[config.mk]
export PLATFORM = sky130hd
export DESIGN_NAME = tga_rle_row_decoder_flat
export DESIGN_NICKNAME = d
export VERILOG_FILES = /design/src/hdl/tga_pkg.sv /design/src/hdl/tga_in_if.sv /design/src/hdl/tga_out_if.sv /design/src/hdl/tga_cfg_if.sv /design/src/hdl/tga_decode.sv /design/src/hdl/tga_result_reg.sv /design/src/hdl/tga_rle_row_decoder.sv /design/src/flat_wrapper.sv
export SDC_FILE = /design/constraint.sdc
export NUM_CORES = 1
export LEC_CHECK = 0
export CAP_MARGIN = 25
export CORE_MARGIN = 2
export CORE_UTILIZATION = 30
export CTS_CLUSTER_DIAMETER = 200
export DETAILED_ROUTE_END_ITERATION = 12
export DONT_BUFFER_PORTS = 1
export GPL_TIMING_DRIVEN = 0
export PLACE_DENSITY_LB_ADDON = 0.1
export SLEW_MARGIN = 40
export SYNTH_ARGS = -nofsm -noshare
export SYNTH_HDL_FRONTEND = slang
export SYNTH_SLANG_ARGS = --single-unit
[constraint.sdc]
create_clock -name i_clk -period 9.35 [get_ports i_clk]
set_clock_uncertainty 0.05 [all_clocks]
set_input_delay 1.87 -clock i_clk [delete_from_list [all_inputs] [get_ports i_clk]]
set_output_delay 1.87 -clock i_clk [all_outputs]
set_load 0.02 [all_outputs]
[src/hdl/tga_pkg.sv]
`default_nettype none
// -----------------------------------------------------------------------------
// TGA RLE row decoder package
// Shared widths, reset values, status codes and the result word layout.
// -----------------------------------------------------------------------------
package tga_pkg;

    localparam int unsigned ROW_W        = 18;
    localparam int unsigned BPP_W        = 3;
    localparam int unsigned PIX_W        = 32;
    localparam int unsigned REP_W        = 8;
    localparam int unsigned CFG_IDX_W    = 1;
    localparam int unsigned CFG_DATA_W   = 18;
    localparam int unsigned NEED_W       = 11;

    localparam int unsigned MAX_BYTES_PER_PIXEL = 4;

    localparam logic [BPP_W-1:0] BPP_RESET       = 3'd3;
    localparam logic [ROW_W-1:0] ROW_BYTES_RESET = 18'd3;

    localparam logic [7:0] RUN_FLAG_MASK  = 8'h80;
    localparam logic [7:0] PKT_COUNT_MASK = 8'h7f;

    typedef logic [1:0] t_status;
    localparam t_status ST_OK       = 2'd0;
    localparam t_status ST_OVERRUN  = 2'd1;
    localparam t_status ST_TRUNC    = 2'd2;

    typedef logic [CFG_IDX_W-1:0] t_cfg_idx;
    localparam t_cfg_idx REG_BYTES_PER_PIXEL = 1'd0;
    localparam t_cfg_idx REG_ROW_BYTES       = 1'd1;

    typedef struct packed {
        logic [PIX_W-1:0] pixel_value;
        logic [REP_W-1:0] repeat_count;
        logic             row_done;
        t_status          status;
    } t_result;

endpackage
`default_nettype wire

[src/hdl/tga_in_if.sv]
`default_nettype none
// -----------------------------------------------------------------------------
// TGA compressed byte channel
// Valid/ready channel that carries one stream byte or an end-of-stream mark.
// -----------------------------------------------------------------------------
interface tga_in_if;
    logic       valid;
    logic       ready;
    logic [7:0] data_byte;
    logic       stream_end;

    modport source (output valid, output data_byte, output stream_end, input ready);
    modport sink   (input valid, input data_byte, input stream_end, output ready);
endinterface
`default_nettype wire

[src/hdl/tga_out_if.sv]
`default_nettype none
// -----------------------------------------------------------------------------
// TGA decoded pixel channel
// Valid/ready channel that carries one decoded pixel or run, or an error word.
// -----------------------------------------------------------------------------
interface tga_out_if;
    logic                      valid;
    logic                      ready;
    logic [tga_pkg::PIX_W-1:0] pixel_value;
    logic [tga_pkg::REP_W-1:0] repeat_count;
    logic                      row_done;
    tga_pkg::t_status          status;

    modport source (output valid, output pixel_value, output repeat_count,
                    output row_done, output status, input ready);
    modport sink   (input valid, input pixel_value, input repeat_count,
                    input row_done, input status, output ready);
endinterface
`default_nettype wire

[src/hdl/tga_cfg_if.sv]
`default_nettype none
// -----------------------------------------------------------------------------
// TGA configuration write channel
// Valid/ready channel that carries a register index and its write data.
// -----------------------------------------------------------------------------
interface tga_cfg_if;
    logic                           valid;
    logic                           ready;
    tga_pkg::t_cfg_idx              index;
    logic [tga_pkg::CFG_DATA_W-1:0] data;

    modport source (output valid, output index, output data, input ready);
    modport sink   (input valid, input index, input data, output ready);
endinterface
`default_nettype wire

[src/hdl/tga_decode.sv]
`default_nettype none
// -----------------------------------------------------------------------------
// TGA packet decoder
// Holds the row and packet state and works out, for one accepted word, the
// next state and at most one result.
// -----------------------------------------------------------------------------
module tga_decode (
    input  wire logic                         i_clk,
    input  wire logic                         i_rst_n,
    input  wire logic                         i_accept,
    input  wire logic [7:0]                   i_data_byte,
    input  wire logic                         i_stream_end,
    input  wire logic                         i_cfg_write,
    input  wire logic [tga_pkg::BPP_W-1:0]    i_bpp,
    input  wire logic [tga_pkg::ROW_W-1:0]    i_row_bytes,
    input  wire logic [tga_pkg::ROW_W-1:0]    i_row_bytes_next,
    output logic                              o_res_valid,
    output tga_pkg::t_result                  o_res
);

    logic [tga_pkg::ROW_W-1:0] r_left, n_left;
    logic                      r_run, n_run;
    logic [7:0]                r_ppl, n_ppl;
    logic [1:0]                r_idx, n_idx;
    logic [tga_pkg::PIX_W-1:0] r_asm, n_asm;

    logic [7:0]                 count;
    logic [tga_pkg::NEED_W-1:0] need;
    logic [tga_pkg::PIX_W-1:0]  asm_new;
    logic [7:0]                 ppl_after;
    logic                       row_start;

    assign count     = (i_data_byte & tga_pkg::PKT_COUNT_MASK) + 8'd1;
    assign need      = {3'd0, count} * {8'd0, i_bpp};
    assign asm_new   = r_asm | ({24'd0, i_data_byte} << {r_idx, 3'b000});
    assign ppl_after = r_run ? 8'd0 : r_ppl - 8'd1;
    assign row_start = (r_ppl == 8'd0) && (r_left == i_row_bytes);

    always_comb begin
        n_left      = r_left;
        n_run       = r_run;
        n_ppl       = r_ppl;
        n_idx       = r_idx;
        n_asm       = r_asm;
        o_res_valid = 1'b0;
        o_res       = '0;

        if (i_cfg_write) begin
            n_left = i_row_bytes_next;
            n_run  = 1'b0;
            n_ppl  = 8'd0;
            n_idx  = 2'd0;
            n_asm  = '0;
        end else if (i_accept) begin
            if (i_stream_end) begin
                if (!row_start) begin
                    n_left       = i_row_bytes;
                    n_run        = 1'b0;
                    n_ppl        = 8'd0;
                    n_idx        = 2'd0;
                    n_asm        = '0;
                    o_res_valid  = 1'b1;
                    o_res.status = tga_pkg::ST_TRUNC;
                end
            end else if (r_ppl == 8'd0) begin
                // Header byte: the whole packet is charged against the row here.
                if ({7'd0, need} > r_left) begin
                    n_left       = i_row_bytes;
                    n_run        = 1'b0;
                    n_idx        = 2'd0;
                    n_asm        = '0;
                    o_res_valid  = 1'b1;
                    o_res.status = tga_pkg::ST_OVERRUN;
                end else begin
                    n_left = r_left - {7'd0, need};
                    n_run  = (i_data_byte & tga_pkg::RUN_FLAG_MASK) != 8'd0;
                    n_ppl  = count;
                    n_idx  = 2'd0;
                    n_asm  = '0;
                end
            end else if (({1'b0, r_idx} + 3'd1) < i_bpp) begin
                n_idx = r_idx + 2'd1;
                n_asm = asm_new;
            end else begin
                o_res_valid        = 1'b1;
                o_res.pixel_value  = asm_new;
                o_res.repeat_count = r_run ? r_ppl : 8'd1;
                o_res.status       = tga_pkg::ST_OK;
                o_res.row_done     = (ppl_after == 8'd0) && (r_left == '0);
                n_ppl              = ppl_after;
                n_idx              = 2'd0;
                n_asm              = '0;
                if (o_res.row_done) begin
                    n_left = i_row_bytes;
                    n_run  = 1'b0;
                end
            end
        end
    end

    always_ff @(posedge i_clk) begin
        if (!i_rst_n) begin
            r_left <= tga_pkg::ROW_BYTES_RESET;
            r_run  <= 1'b0;
            r_ppl  <= 8'd0;
            r_idx  <= 2'd0;
            r_asm  <= '0;
        end else begin
            r_left <= n_left;
            r_run  <= n_run;
            r_ppl  <= n_ppl;
            r_idx  <= n_idx;
            r_asm  <= n_asm;
        end
    end

endmodule
`default_nettype wire

[src/hdl/tga_result_reg.sv]
`default_nettype none
// -----------------------------------------------------------------------------
// TGA result register
// Output stage that holds one result word until the downstream side takes it.
// -----------------------------------------------------------------------------
module tga_result_reg (
    input  wire logic              i_clk,
    input  wire logic              i_rst_n,
    input  wire logic              i_load,
    input  wire tga_pkg::t_result  i_res,
    output logic                   o_can_load,
    tga_out_if.source              o_out
);

    logic             r_valid;
    tga_pkg::t_result r_res;

    // The stage can take a new word when it is empty or drains this cycle.
    assign o_can_load = !r_valid || o_out.ready;

    always_ff @(posedge i_clk) begin
        if (!i_rst_n) begin
            r_valid <= 1'b0;
        end else if (i_load) begin
            r_valid <= 1'b1;
        end else if (o_out.ready) begin
            r_valid <= 1'b0;
        end
    end

    always_ff @(posedge i_clk) begin
        if (i_load) begin
            r_res <= i_res;
        end
    end

    assign o_out.valid        = r_valid;
    assign o_out.pixel_value  = r_res.pixel_value;
    assign o_out.repeat_count = r_res.repeat_count;
    assign o_out.row_done     = r_res.row_done;
    assign o_out.status       = r_res.status;

endmodule
`default_nettype wire

[src/hdl/tga_rle_row_decoder.sv]
`default_nettype none
// -----------------------------------------------------------------------------
// TGA RLE row decoder
// Expands run-length coded TGA scanlines into pixels and pixel runs.
// -----------------------------------------------------------------------------
//  Port    Dir   Word
//  i_in    in    one compressed byte, or an end-of-stream mark
//  o_out   out   one pixel with repeat count, or an error status
//  i_cfg   in    register write: 0 bytes per pixel, 1 row bytes
//
// One byte is taken every cycle while the input is not stalled; a result is
// registered and appears in the cycle after the byte that completes it. Input
// stalls only while the output register is full and not being read. Config
// writes are always ready and restart the row.
// Reset is synchronous and leaves 3 bytes per pixel and a 3-byte row.
// -----------------------------------------------------------------------------
module tga_rle_row_decoder (
    input  wire logic i_clk,
    input  wire logic i_rst_n,
    tga_in_if.sink    i_in,
    tga_out_if.source o_out,
    tga_cfg_if.sink   i_cfg
);

    logic [tga_pkg::BPP_W-1:0] r_bpp, n_bpp;
    logic [tga_pkg::ROW_W-1:0] r_row_bytes, n_row_bytes;
    logic [tga_pkg::BPP_W-1:0] bpp_eff;
    logic                      cfg_write;
    logic                      can_load;
    logic                      accept;
    logic                      res_valid;
    tga_pkg::t_result          res;

    assign i_cfg.ready = 1'b1;
    assign cfg_write   = i_cfg.valid;
    assign i_in.ready  = can_load;
    assign accept      = i_in.valid && can_load;

    always_comb begin
        n_bpp       = r_bpp;
        n_row_bytes = r_row_bytes;
        if (cfg_write) begin
            unique case (i_cfg.index)
                tga_pkg::REG_BYTES_PER_PIXEL: n_bpp = i_cfg.data[tga_pkg::BPP_W-1:0];
                tga_pkg::REG_ROW_BYTES:       n_row_bytes = i_cfg.data;
                default: ;
            endcase
        end
    end

    always_ff @(posedge i_clk) begin
        if (!i_rst_n) begin
            r_bpp       <= tga_pkg::BPP_RESET;
            r_row_bytes <= tga_pkg::ROW_BYTES_RESET;
        end else begin
            r_bpp       <= n_bpp;
            r_row_bytes <= n_row_bytes;
        end
    end

    // Zero counts as one byte; anything past the widest pixel is clamped.
    always_comb begin
        if (r_bpp == '0) begin
            bpp_eff = tga_pkg::BPP_W'(1);
        end else if (r_bpp > tga_pkg::BPP_W'(tga_pkg::MAX_BYTES_PER_PIXEL)) begin
            bpp_eff = tga_pkg::BPP_W'(tga_pkg::MAX_BYTES_PER_PIXEL);
        end else begin
            bpp_eff = r_bpp;
        end
    end

    tga_decode u_decode (
        .i_clk            (i_clk),
        .i_rst_n          (i_rst_n),
        .i_accept         (accept),
        .i_data_byte      (i_in.data_byte),
        .i_stream_end     (i_in.stream_end),
        .i_cfg_write      (cfg_write),
        .i_bpp            (bpp_eff),
        .i_row_bytes      (r_row_bytes),
        .i_row_bytes_next (n_row_bytes),
        .o_res_valid      (res_valid),
        .o_res            (res)
    );

    tga_result_reg u_result (
        .i_clk      (i_clk),
        .i_rst_n    (i_rst_n),
        .i_load     (accept && res_valid),
        .i_res      (res),
        .o_can_load (can_load),
        .o_out      (o_out)
    );

endmodule
`default_nettype wire
[src/flat_wrapper.sv]
// flat-port wrapper written by rule: the top's interface ports become plain ports
module tga_rle_row_decoder_flat 
  (i_clk, i_rst_n, i_in_valid, i_in_data_byte, i_in_stream_end, i_in_ready, o_out_valid, o_out_pixel_value, o_out_repeat_count, o_out_row_done, o_out_status, o_out_ready, i_cfg_valid, i_cfg_index, i_cfg_data, i_cfg_ready);
  tga_in_if i_in_i ();
  tga_out_if o_out_i ();
  tga_cfg_if i_cfg_i ();
  input  wire logic i_clk;
  input  wire logic i_rst_n;
  input wire logic [$bits(i_in_i.valid)-1:0] i_in_valid;
  input wire logic [$bits(i_in_i.data_byte)-1:0] i_in_data_byte;
  input wire logic [$bits(i_in_i.stream_end)-1:0] i_in_stream_end;
  output wire logic [$bits(i_in_i.ready)-1:0] i_in_ready;
  output wire logic [$bits(o_out_i.valid)-1:0] o_out_valid;
  output wire logic [$bits(o_out_i.pixel_value)-1:0] o_out_pixel_value;
  output wire logic [$bits(o_out_i.repeat_count)-1:0] o_out_repeat_count;
  output wire logic [$bits(o_out_i.row_done)-1:0] o_out_row_done;
  output wire logic [$bits(o_out_i.status)-1:0] o_out_status;
  input wire logic [$bits(o_out_i.ready)-1:0] o_out_ready;
  input wire logic [$bits(i_cfg_i.valid)-1:0] i_cfg_valid;
  input wire logic [$bits(i_cfg_i.index)-1:0] i_cfg_index;
  input wire logic [$bits(i_cfg_i.data)-1:0] i_cfg_data;
  output wire logic [$bits(i_cfg_i.ready)-1:0] i_cfg_ready;
  assign i_in_i.valid = i_in_valid;
  assign i_in_i.data_byte = i_in_data_byte;
  assign i_in_i.stream_end = i_in_stream_end;
  assign i_in_ready = i_in_i.ready;
  assign o_out_valid = o_out_i.valid;
  assign o_out_pixel_value = o_out_i.pixel_value;
  assign o_out_repeat_count = o_out_i.repeat_count;
  assign o_out_row_done = o_out_i.row_done;
  assign o_out_status = o_out_i.status;
  assign o_out_i.ready = o_out_ready;
  assign i_cfg_i.valid = i_cfg_valid;
  assign i_cfg_i.index = i_cfg_index;
  assign i_cfg_i.data = i_cfg_data;
  assign i_cfg_ready = i_cfg_i.ready;
  tga_rle_row_decoder u_core (.i_clk(i_clk), .i_rst_n(i_rst_n), .i_in(i_in_i), .o_out(o_out_i), .i_cfg(i_cfg_i));
endmodule
==> summary.json, run 1 <==
{
  "drt-vias-per-instance": {"value": 4.94},
  "synth_cell_type_count": {"value": 61},
  "hold_path_cells": {"value": 2},
  "worst-endpoint-arrival": {"value": 7.47, "unit": "ns"},
  "post-place-cells": {"value": 1169},
  "cts_buffer_depth": {"value": 2},
  "floorplan.initialDensity": {"value": 30.8, "unit": "%"},
  "resized_after_cts": {"value": 0},
  "tritoncts": {"value": "built"},
  "die-width": {"value": 160, "unit": "µm"},
  "report.final.slew_viol_count": {"value": 0},
  "htree_num_levels": {"value": 4},
  "leakagePower": {"value": 3.08, "unit": "nW"},
  "total_buffers_and_inverters_traversed_by_the_critical_path": {"value": 3},
  "postCtsHoldBufs": {"value": 0},
  "clkLatencyLatePin": {"value": 0.43, "unit": "ns"},
  "synth.area.top_cells": {"value": "dfxtp_1 (23%), edfxtp_1 (18%), a21oi_1 (8.1%), nor2_1 (6.5%), ha_1 (4.6%)"},
  "fin_total_pwr": {"value": 1.83, "unit": "mW"},
  "drt.antenna.violating_nets": {"value": 0},
  "yosysMostFrequentCell": {"value": "nor2_1"},
  "power.ir.vdd_worst": {"value": 0.0000935, "unit": "V"},
  "cts_sinks": {"value": 126},
  "fin_hold_ws": {"value": 0.416, "unit": "ns"},
  "vias": {"value": 5927},
  "ios": {"value": 79},
  "slowest_delay": {"value": 0.50, "unit": "ns"},
  "synthDominantCellAreaShare": {"value": 22.9, "unit": "%"},
  "final_design_area_no_fill": {"value": 0.00833, "unit": "mm²"},
  "hold_start": {"value": "u_core.u_decode.r_asm[31]$_SDFFE_PP0P_"},
  "grt_pass1_wl": {"value": 34100, "unit": "µm"},
  "grt_start_max_net_pins": {"value": 19},
  "wl_per_cell": {"value": 17.9, "unit": "µm"},
  "area_growth": {"value": 14.7, "unit": "%"},
  "hold_viol": {"value": 0},
  "placed_cell_area": {"value": 0.00771, "unit": "mm²"},
  "critical_path_peak_fanout": {"value": 10},
  "crit_path_cell_trace": {"value": "clkbuf_1, nand3_1, xnor2_1, nand2_1, fa_1, inv_1, fa_1, a21o_1, a21oi_1, nor2b_1, o21a_1, o21ai_0, nand2_1, ha_1, a2111oi_0, o211ai_1, a41oi_1, a211oi_1, o21bai_1, clkbuf_1, mux2i_1, nor2_1"},
  "rows": {"value": 56},
  "rsz0062_at_grt": {"value": "false"},
  "worst_hold_path.endpoint": {"value": "u_core.u_decode.r_asm[31]$_SDFFE_PP0P_"},
  "final_critical_path_setup_slack": {"value": 2.12, "unit": "ns"},
  "drt_iter0_drc": {"value": 382},
  "grt_usage": {"value": 17.2, "unit": "%"},
  "grt_antenna_before_repair": {"value": 0},
  "final_core_utilization": {"value": 35.3, "unit": "%"},
  "most_numerous_cell_types_in_the_synthesized_netlist": {"value": "nor2_1 (125), a21oi_1 (117), nand2_1 (86)"},
  "synth_async_sr_flop_share": {"value": 0, "unit": "%"},
  "max-slew-margin-rel": {"value": 52.6, "unit": "%"},
  "worst-r2r-cell-count": {"value": 21},
  "timing.critical_path.required": {"value": 9.59, "unit": "ns"},
  "seq_area_frac_synth": {"value": 40.6, "unit": "%"},
  "clkSlewWorstSetupHoldPaths": {"value": 0.06, "unit": "ns"},
  "synth_enable_flop_cells": {"value": 43},
  "place_ws": {"value": 1.68, "unit": "ns"},
  "maxCapViolCount": {"value": 0},
  "die_y": {"value": 160, "unit": "µm"},
  "drive_above_1_share": {"value": 6.35, "unit": "%"},
  "synth.yosys.warnings": {"value": 0},
  "totalNegativeSetupSlack": {"value": 0, "unit": "ns"},
  "timing.fmax": {"value": 138, "unit": "MHz"},
  "cts_setup_buffers": {"value": 0},
  "multiInputGateArea": {"value": 0.00400, "unit": "mm²"},
  "insertedDiodeCount": {"value": 0},
  "layout.area.seq": {"value": 0.00295, "unit": "mm²"},
  "power-per-cell-area": {"value": 220, "unit": "mW/mm²"},
  "ys_seq_elements": {"value": 126},
  "postSynthCellCount": {"value": 848},
  "gp_routability_congestion": {"value": 0.825},
  "worst_pin_slew": {"value": 0.711, "unit": "ns"},
  "final_clock_period_utilization_by_the_worst_path": {"value": 77.3, "unit": "%"},
  "ff2ff_setup_slack": {"value": 3.53, "unit": "ns"},
  "outcome": {"value": "completed"},
  "io_buffers": {"value": 0},
  "setup.worst_path.class": {"value": "in2reg"},
  "critPathLaunchType": {"value": "input pin"},
  "placeableCoreArea": {"value": 0.0236, "unit": "mm²"},
  "mappedNetlistArea": {"value": 0.00727, "unit": "mm²"},
  "routed_wirelength": {"value": 21500, "unit": "µm"},
  "dieArea": {"value": 0.0255, "unit": "mm²"},
  "cp_slowest_cell": {"value": "fa_1"},
  "final_period_minus_worst_setup_slack": {"value": 7.23, "unit": "ns"},
  "synth_fp_nets": {"value": 916},
  "worstHoldPathType": {"value": "reg2reg"},
  "worstSetupEndpointType": {"value": "flip-flop"},
  "finalSetupViolations": {"value": 0},
  "cts_made_buffers": {"value": 17},
  "gr-total-overflow": {"value": 0},
  "post-dp-hpwl": {"value": 16100, "unit": "µm"},
  "worst_r2r_endpoint": {"value": "u_core.u_decode.r_ppl[3]$_SDFFE_PP0P_"},
  "synth.avg_cell_area": {"value": 8.57, "unit": "µm²"},
  "cts-root-buf": {"value": "clkbuf_16"},
  "drc": {"value": 0},
  "drtPass1Iterations": {"value": 5},
  "post_layout_nonfiller_instances": {"value": 1201},
  "synth.largest_area_cell": {"value": "dfxtp_1"},
  "timing.rr.start": {"value": "u_core.r_bpp[2]$_SDFFE_PN0P_"},
  "via_count_of_the_first_global_routing_pass": {"value": 5916},
  "fill_cells": {"value": 2500},
  "synth_top_flop_cell": {"value": "dfxtp_1"},
  "path_delay_family": {"value": "compound AO/OA/AOI/OAI gates"},
  "final_net_count": {"value": 937}
}
-- report_power, final --
| group | leakage (nW) | internal (mW) | switching (mW) |
|---|---|---|---|
| Clock | 0.300 | 0.430 | 0.292 |
| Sequential | 1.07 | 0.594 | 0.0403 |
| Combinational | 1.71 | 0.189 | 0.289 |
-- tightest hold or removal path: stages (launching register included) --
cell,delay [ns]
dfxtp_1,0.33
a21oi_1,0.04
nor2_1,0.07
-- routing by layer --
| layer | track usage [%] | vias up | wire, µm | share of wire [%] |
|---|---|---|---|---|
| li1 | - | 3053 | - | - |
| met1 | 23.0 | 2711 | 10200 | 48 |
| met2 | 27.7 | 145 | 9920 | 46 |
| met3 | 3.87 | 18 | 1040 | 4.8 |
| met4 | 5.04 | 0 | 288 | 1.3 |
| met5 | 0 | - | 0 | 0 |
-- registers in the layout, summed over array words and instances, names as in the netlist --
name	flops
u_core.u_decode.r_left	18
u_core.u_result.o_out.status	2
u_core.u_decode.r_ppl	8
u_core.r_row_bytes	18
u_core.r_bpp	3
u_core.u_decode.r_run	1
u_core.u_result.o_out.pixel_value	32
u_core.u_result.o_out.repeat_count	8
u_core.u_result.o_out.row_done	1
u_core.u_decode.r_idx	2
u_core.u_decode.r_asm	32
u_core.u_result.o_out.valid	1
-- layout by cell type (no fill, tap or decap), types with 17 or more instances in the layout --
cell	instances
inv_1	29
a21oi_1	115
edfxtp_1	43
clkbuf_1	41
ha_1	27
nand2_1	86
mux2i_1	29
clkbuf_16	17
nor2_1	125
xnor2_1	36
dfxtp_1	83
-- kinds of logic after synthesis --
group                    after synthesis  synth area share (%)
adder cells (fa/ha/maj)               35                  6.85
AND/OR/NAND/NOR                      313                  19.8
XOR/XNOR                              43                  5.18
other                                  1                0.0516
buffers and inverters                 83                  4.53
AO/OA/AOI/OAI                        216                  18.6
flip-flops                           126                  40.6
multiplexers                          31                  4.31
-- final cells by class --
cell class,instances,share of cell area [%]
Buffer,54,2.64
Clock buffer,17,5.11
Clock inverter,15,2.37
Inverter,29,1.31
Multi-Input combinational cell,639,48.0
Sequential cell,126,35.4
Tap cell,319,4.79
Timing Repair Buffer,2,0.360
-- worst max-delay path by stage --
stage / depth (start not counted) / slack [ns] / end / startpoint
2_1_floorplan: 19 / 1.15 / u_core.u_result.o_out.pixel_value[0]$_SDFFCE_PP0P_ / i_in_data_byte[2]
3_3_place_gp: 19 / -0.90 / u_core.u_result.o_out.pixel_value[16]$_SDFFCE_PP0P_ / i_in_data_byte[2]
3_5_place_dp: 21 / 1.68 / u_core.u_result.o_out.pixel_value[16]$_SDFFCE_PP0P_ / i_in_data_byte[2]
4_1_cts: 21 / 2.11 / u_core.u_result.o_out.pixel_value[23]$_SDFFCE_PP0P_ / i_in_data_byte[2]
5_1_grt: 22 / 1.64 / u_core.u_decode.r_ppl[6]$_SDFFE_PP0P_ / i_in_data_byte[2]
6_report: 22 / 2.12 / u_core.u_decode.r_ppl[3]$_SDFFE_PP0P_ / i_in_data_byte[2]
No activity file was read; power rests on OpenSTA's default activity.
==> inputs of run 2 (changes only) <==
- clock period: 9.35 -> 6.04 ns (I/O delays scaled with it)
==> summary.json, run 2 (synthesized netlist as in run 1, its figures left out) <==
{
  "report.final.slew_viol_count": {"value": 0, "change": "unchanged"},
  "placed_cell_area": {"value": 0.00771, "unit": "mm²", "change": "about the same"},
  "commonest_cells_after_routing_fill_and_taps_aside": {"value": "nor2_1 (125), a21oi_1 (113), nand2_1 (86), dfxtp_1 (83), edfxtp_1 (43)"},
  "cts_sinks": {"value": 126, "change": "unchanged"},
  "leading_cell_type_in_the_layout_fill_and_taps_excluded": {"value": "nor2_1"},
  "power-per-cell-area": {"value": 344, "unit": "mW/mm²", "change": "+56%"},
  "finalSetupViolations": {"value": 0, "change": "unchanged"},
  "grt_usage": {"value": 17.2, "unit": "%", "change": "about the same"},
  "dieArea": {"value": 0.0255, "unit": "mm²", "change": "unchanged"},
  "cts_buffer_depth": {"value": 2, "change": "unchanged"},
  "ff2ff_setup_slack": {"value": 0.66, "unit": "ns", "change": "-2.87 ns"},
  "insertedDiodeCount": {"value": 0, "change": "unchanged"},
  "gr-total-overflow": {"value": 0, "change": "unchanged"},
  "final_clock_period_utilization_by_the_worst_path": {"value": 94.9, "unit": "%"},
  "critical_path_peak_fanout": {"value": 17, "change": "+7"},
  "postCtsHoldBufs": {"value": 0, "change": "unchanged"},
  "final_net_count": {"value": 939, "change": "+0.21%"},
  "tritoncts": {"value": "built"},
  "drt_iter0_drc": {"value": 468, "change": "+23%"},
  "fin_hold_ws": {"value": 0.413, "unit": "ns", "change": "-0.00337 ns"},
  "timing.fmax": {"value": 174, "unit": "MHz"},
  "drtPass1Iterations": {"value": 5, "change": "unchanged"},
  "timing.critical_path.required": {"value": 6.12, "unit": "ns", "change": "-3.47 ns"},
  "floorplan.initialDensity": {"value": 30.8, "unit": "%", "change": "unchanged"},
  "leakagePower": {"value": 3.15, "unit": "nW", "change": "+2.3%"},
  "final_critical_path_setup_slack": {"value": 0.307, "unit": "ns", "change": "-1.82 ns"},
  "worstHoldPathType": {"value": "reg2reg"},
  "fill_cells": {"value": 2515, "change": "+0.60%"},
  "wl_per_cell": {"value": 17.8, "unit": "µm", "change": "-0.18%"},
  "worst_pin_slew": {"value": 0.714, "unit": "ns", "change": "+0.00347 ns"},
  "worst_hold_path.endpoint": {"value": "u_core.u_decode.r_asm[23]$_SDFFE_PP0P_"},
  "grt_start_max_net_pins": {"value": 18, "change": "-1"},
  "max-slew-margin-rel": {"value": 52.2, "unit": "%", "change": "-0.41 points"},
  "worst_r2r_endpoint": {"value": "u_core.u_result.o_out.pixel_value[16]$_SDFFCE_PP0P_"},
  "worst-endpoint-arrival": {"value": 5.81, "unit": "ns", "change": "-1.66 ns"},
  "timing.rr.start": {"value": "u_core.r_bpp[2]$_SDFFE_PN0P_"},
  "die_y": {"value": 160, "unit": "µm", "change": "unchanged"},
  "vias": {"value": 5979, "change": "+0.88%"},
  "setup.worst_path.class": {"value": "in2reg"},
  "drt.antenna.violating_nets": {"value": 0, "change": "unchanged"},
  "routed_wirelength": {"value": 21500, "unit": "µm", "change": "about the same"},
  "hold_path_cells": {"value": 2, "change": "unchanged"},
  "clkLatencyLatePin": {"value": 0.43, "unit": "ns", "change": "about the same"},
  "final_period_minus_worst_setup_slack": {"value": 5.73, "unit": "ns"},
  "area_growth": {"value": 16.3, "unit": "%"},
  "worst-r2r-cell-count": {"value": 20, "change": "-4.8%"},
  "critPathLaunchType": {"value": "input pin"},
  "gp_routability_congestion": {"value": 0.824, "change": "-0.12%"},
  "place_ws": {"value": -0.975, "unit": "ns", "change": "-2.65 ns"},
  "post-dp-hpwl": {"value": 16000, "unit": "µm", "change": "-0.60%"},
  "placeableCoreArea": {"value": 0.0236, "unit": "mm²", "change": "unchanged"},
  "drc": {"value": 0, "change": "unchanged"},
  "io_buffers": {"value": 0, "change": "unchanged"},
  "drt-vias-per-instance": {"value": 4.97, "change": "+0.71%"},
  "power.ir.vdd_worst": {"value": 0.000147, "unit": "V", "change": "+57%"},
  "grt_pass1_wl": {"value": 34100, "unit": "µm", "change": "-0.16%"},
  "crit_path_cell_trace": {"value": "clkbuf_1, nor2_1, fa_1, ha_1, fa_1, a21o_1, a21oi_2, nor2b_1, o21a_1, or3_1, nand2_1, ha_2, o21a_1, a211o_1, nand4_1, nand3_1, a21oi_4, buf_12, buf_8"},
  "die-width": {"value": 160, "unit": "µm", "change": "unchanged"},
  "ios": {"value": 79, "change": "unchanged"},
  "outcome": {"value": "completed"},
  "via_count_of_the_first_global_routing_pass": {"value": 5910, "change": "-0.10%"},
  "cts-root-buf": {"value": "clkbuf_16"},
  "final_design_area_no_fill": {"value": 0.00845, "unit": "mm²", "change": "+1.4%"},
  "drive_above_1_share": {"value": 8.37, "unit": "%", "change": "+2.0 points"},
  "hold_viol": {"value": 0, "change": "unchanged"},
  "rsz0062_at_grt": {"value": "false"},
  "grt_antenna_before_repair": {"value": 0, "change": "unchanged"},
  "worstSetupEndpointType": {"value": "flip-flop"},
  "cp_slowest_cell": {"value": "fa_1"},
  "htree_num_levels": {"value": 4, "change": "unchanged"},
  "clkSlewWorstSetupHoldPaths": {"value": 0.06, "unit": "ns", "change": "about the same"},
  "maxCapViolCount": {"value": 0, "change": "unchanged"},
  "cts_made_buffers": {"value": 17, "change": "unchanged"},
  "rows": {"value": 56, "change": "unchanged"},
  "hold_start": {"value": "u_core.u_decode.r_asm[23]$_SDFFE_PP0P_"},
  "multiInputGateArea": {"value": 0.00405, "unit": "mm²", "change": "+1.3%"},
  "slowest_delay": {"value": 0.52, "unit": "ns", "change": "+0.02 ns"},
  "layout.area.seq": {"value": 0.00295, "unit": "mm²", "change": "unchanged"}
}
==> run 2: changes by cell type in the layout (fill, tap and decap cells not counted), sizes merged <==
| cell | change |
|---|---|
| buf | +3 |
| bufinv | +1 |
| clkbuf | -1 |
| clkinvlp | -2 |
| inv | +1 |
==> run 2: how the worst max path moves through the flow <==
| stage | cells past startpoint | slack [ns] | endpoint | from |
|---|---|---|---|---|
| detailed placement | 21 | -0.98 | u_core.u_result.o_out.pixel_value[16]$_SDFFCE_PP0P_ | i_in_data_byte[3] |
| floorplan | 18 | 0.008 | u_core.u_result.o_out.pixel_value[0]$_SDFFCE_PP0P_ | i_in_data_byte[0] |
| CTS | 22 | 0.02 | u_core.u_decode.r_ppl[0]$_SDFFE_PP0P_ | i_in_data_byte[2] |
| global route | 21 | 0.03 | u_core.u_result.o_out.pixel_value[23]$_SDFFCE_PP0P_ | i_in_data_byte[2] |
| finish | 19 | 0.31 | u_core.u_result.o_out.pixel_value[16]$_SDFFCE_PP0P_ | i_in_data_byte[0] |
| global placement | 19 | -1.34 | u_core.u_result.o_out.pixel_value[23]$_SDFFCE_PP0P_ | i_in_data_byte[3] |
==> run 2: through the flow <==
step	total power [mW]	TNS, ns	cells	util, %
global placement	1.74	-78.84	1167	32.5
global route	3.05	0	1203	35.8
CTS	2.92	0	1203	35.6
detailed placement	1.74	-54.84	1169	32.7
finish	2.91	0	1203	35.8
floorplan	1.54	0	848	-
==> run 2: where the power goes <==
part	switching [mW]	leakage [nW]	internal [mW]
Sequential	0.0621	1.07	0.919
Combinational	0.455	1.77	0.308
Clock	0.453	0.318	0.708
Total	0.970	3.15	1.94
==> run 2: timing repair <==
| item | 4_1_cts | 5_1_grt |
|---|---|---|
| endpoints found under the setup margin | 69 | 69 |
| buffers inserted | 2 | 1 |
| resized for setup | 8 | 18 |
| pin swaps | 1 | 4 |
==> run 2: metal layers <==
layer / global-route usage (%) / share of wire [%] / vias to the layer above
met4: 4.79 / 1.3 / 0
met2: 27.6 / 46 / 115
met5: 0 / 0 / -
met3: 3.58 / 4.1 / 19
li1: - / - / 3045
met1: 23.4 / 48 / 2800
==> run 2: worst max-delay path: cells and delay by family <==
kind                       cells  cell delay (ns)
adders and majority gates      4             1.48
AOI/OAI and AO/OA              6             1.26
and+or+nand+nor                6             1.01
buffers and inverters          3             0.84
==> run 2: layout make-up <==
cell class              count  share of cell area [%]
clock buffers              17                    5.03
multi-input cells         639                    47.9
well taps                 319                    4.72
clock inverters            15                    2.62
plain buffers              53                    2.78
repair buffers              5                   0.681
flip-flops and latches    126                    34.9
inverters                  29                    1.29
==> inputs of run 3 (changes only) <==
- REMOVE_ABC_BUFFERS: unset -> 1
==> summary.json, run 3 (synthesized netlist as in run 1, its figures left out) <==
{
  "drt-vias-per-instance": {"value": 5.21, "change": "+4.8%"},
  "routed_wirelength": {"value": 20600, "unit": "µm", "change": "-3.9%"},
  "finalSetupViolations": {"value": 0, "change": "unchanged"},
  "cts_buffer_depth": {"value": 2, "change": "unchanged"},
  "p_switching": {"value": 959, "unit": "µW", "change": "-1.2%"},
  "path_delay_family": {"value": "adder cells"},
  "tritoncts": {"value": "built"},
  "drive_above_1_share": {"value": 7.67, "unit": "%", "change": "-0.70 points"},
  "grt_usage": {"value": 16.3, "unit": "%", "change": "-0.87 points"},
  "worstHoldPathType": {"value": "reg2reg"},
  "postCtsHoldBufs": {"value": 0, "change": "unchanged"},
  "crit_path_cell_trace": {"value": "ha_1, xor2_2, and2_1, fa_1, ha_1, fa_1, a21o_1, a21oi_2, nor2b_1, o21a_1, or3_1, nand2_1, ha_2, o21a_1, a211o_1, nand4_1, nand3_1, a21oi_4, buf_16, buf_8"},
  "grt_pass1_wl": {"value": 32800, "unit": "µm", "change": "-3.8%"},
  "fin_hold_ws": {"value": 0.419, "unit": "ns", "change": "+0.00594 ns"},
  "p_int": {"value": 1.78, "unit": "mW", "change": "-7.9%"},
  "wl_per_cell": {"value": 17.9, "unit": "µm", "change": "+0.30%"},
  "slowest_delay": {"value": 0.43, "unit": "ns", "change": "-0.09 ns"},
  "leading_cell_type_in_the_layout_fill_and_taps_excluded": {"value": "nor2_1"},
  "final_clock_period_utilization_by_the_worst_path": {"value": 96.2, "unit": "%", "change": "+1.3 points"},
  "io_buffers": {"value": 0, "change": "unchanged"},
  "worst-endpoint-arrival": {"value": 5.88, "unit": "ns", "change": "+0.07 ns"},
  "vias": {"value": 6006, "change": "+0.45%"},
  "gr-total-overflow": {"value": 0, "change": "unchanged"},
  "hold_viol": {"value": 0, "change": "unchanged"},
  "power.ir.vdd_worst": {"value": 0.000147, "unit": "V", "change": "+0.21%"},
  "report.final.slew_viol_count": {"value": 0, "change": "unchanged"},
  "post-place-cells": {"value": 1116, "change": "-4.5%"},
  "worst_pin_slew": {"value": 0.796, "unit": "ns", "change": "+0.0817 ns"},
  "setup.worst_path.class": {"value": "in2reg"},
  "timing.critical_path.required": {"value": 6.11, "unit": "ns", "change": "about the same"},
  "post-dp-hpwl": {"value": 14800, "unit": "µm", "change": "-7.4%"},
  "outcome": {"value": "completed"},
  "cts_made_buffers": {"value": 17, "change": "unchanged"},
  "die_y": {"value": 160, "unit": "µm", "change": "unchanged"},
  "die-width": {"value": 160, "unit": "µm", "change": "unchanged"},
  "combinationalPowerShare": {"value": 26.9, "unit": "%", "change": "+0.7 points"},
  "critical_path_peak_fanout": {"value": 19, "change": "+2"},
  "total_buffers_and_inverters_traversed_by_the_critical_path": {"value": 2, "change": "-1"},
  "via_count_of_the_first_global_routing_pass": {"value": 5831, "change": "-1.3%"},
  "critPathLaunchType": {"value": "input pin"},
  "final_critical_path_setup_slack": {"value": 0.230, "unit": "ns", "change": "-0.0772 ns"},
  "power-per-cell-area": {"value": 333, "unit": "mW/mm²", "change": "-3.0%"},
  "post_layout_nonfiller_instances": {"value": 1153, "change": "-4.2%"},
  "power.share.sequential": {"value": 36.0, "unit": "%", "change": "+2.2 points"},
  "gp_routability_congestion": {"value": 0.857, "change": "+4.0%"},
  "drt_iter0_drc": {"value": 454, "change": "-3.0%"},
  "grt_antenna_before_repair": {"value": 0, "change": "unchanged"},
  "ios": {"value": 79, "change": "unchanged"},
  "grt_start_max_net_pins": {"value": 45, "change": "+27"},
  "cts-root-buf": {"value": "clkbuf_16"},
  "area_growth": {"value": 13.2, "unit": "%"},
  "insertedDiodeCount": {"value": 0, "change": "unchanged"},
  "place_ws": {"value": -0.846, "unit": "ns", "change": "+0.130 ns"},
  "maxCapViolCount": {"value": 0, "change": "unchanged"},
  "leakagePower": {"value": 3.03, "unit": "nW", "change": "-3.9%"},
  "clkLatencyLatePin": {"value": 0.42, "unit": "ns", "change": "about the same"},
  "cp_slowest_cell": {"value": "fa_1"},
  "rows": {"value": 56, "change": "unchanged"},
  "pwr-share-clk": {"value": 37.1, "unit": "%", "change": "-2.9 points"},
  "drc": {"value": 0, "change": "unchanged"},
  "commonest_cells_after_routing_fill_and_taps_aside": {"value": "nor2_1 (125), a21oi_1 (114), nand2_1 (86), dfxtp_1 (83), edfxtp_1 (43)"},
  "timing.fmax": {"value": 172, "unit": "MHz", "change": "-1.3%"},
  "final_period_minus_worst_setup_slack": {"value": 5.81, "unit": "ns", "change": "+0.0772 ns"},
  "clkSlewWorstSetupHoldPaths": {"value": 0.06, "unit": "ns", "change": "about the same"},
  "max-slew-margin-rel": {"value": 46.8, "unit": "%", "change": "-5.4 points"},
  "rsz0062_at_grt": {"value": "false"},
  "drtPass1Iterations": {"value": 5, "change": "unchanged"},
  "placeableCoreArea": {"value": 0.0236, "unit": "mm²", "change": "unchanged"},
  "htree_num_levels": {"value": 4, "change": "unchanged"},
  "drt.antenna.violating_nets": {"value": 0, "change": "unchanged"},
  "final_core_utilization": {"value": 34.8, "unit": "%", "change": "-0.95 points"},
  "worstSetupEndpointType": {"value": "flip-flop"},
  "switching_share": {"value": 35.0, "unit": "%", "change": "+1.6 points"},
  "cts_sinks": {"value": 126, "change": "unchanged"},
  "dieArea": {"value": 0.0255, "unit": "mm²", "change": "unchanged"},
  "floorplan.initialDensity": {"value": 30.8, "unit": "%", "change": "unchanged"},
  "final_net_count": {"value": 889, "change": "-5.3%"}
}
[run 3: tightest hold or removal path, cell delays in order (launching register included)]
cell and delay, ns:
dfxtp_1 0.33, a21oi_1 0.04, nor2_1 0.07
[run 3: final timing paths]
| path | from | endpoint | slack [ns] | depth (start not counted) |
|---|---|---|---|---|
| worst max-delay path | i_in_data_byte[0] | u_core.u_result.o_out.pixel_value[6]$_SDFFCE_PP0P_ | 0.23 | 20 |
| worst min-delay path | u_core.u_decode.r_asm[24]$_SDFFE_PP0P_ | u_core.u_decode.r_asm[24]$_SDFFE_PP0P_ | 0.42 | 2 |
| worst max register to register | u_core.r_bpp[2]$_SDFFE_PN0P_ | u_core.u_result.o_out.pixel_value[6]$_SDFFCE_PP0P_ | 0.56 | 19 |
| worst min register to register | u_core.u_decode.r_asm[24]$_SDFFE_PP0P_ | u_core.u_decode.r_asm[24]$_SDFFE_PP0P_ | 0.42 | 2 |
[run 3: area by class of cell]
type                    count  area [µm²]
clock buffers              17         425
clock inverters            15         165
fillers                  2455       15400
inverters                  29         109
multi-input cells         639        4070
flip-flops and latches    126        2950
well taps                 319         399
repair buffers              8         108
[run 3: power groups by stage]
stage	sequential [mW]	combinational, mW	clock [mW]
6_report	0.987	0.737	1.02
5_1_grt	0.992	0.815	1.09
4_1_cts	0.987	0.716	1.05
3_5_place_dp	1.01	0.701	0
3_3_place_gp	1.01	0.685	0
2_1_floorplan	0.992	0.528	0
[run 3: layer usage]
layer / part of all wire (%) / track usage [%]
met1: 49 / 23.2
met5: 0 / 0
met2: 45 / 24.6
met4: 1.4 / 5.00
met3: 4.8 / 3.64
[run 3: timing repair]
action / 4_1_cts / 5_1_grt
endpoints found under the setup margin: 55 / 70
endpoints found under the hold margin: 0 / 0
setup buffers: 2 / 3
pin swaps: 2 / 5
resized for setup: 3 / 7
[run 3: through the flow]
| step | TNS, ns | instance area, µm² | power, mW |
|---|---|---|---|
| floorplan | -64.65 | 7050 | 1.52 |
| global placement | -171.25 | 7440 | 1.69 |
| detailed placement | -41.84 | 7540 | 1.71 |
| CTS | 0 | 8160 | 2.75 |
| global route | 0 | 8230 | 2.89 |
| finish | 0 | 8230 | 2.74 |
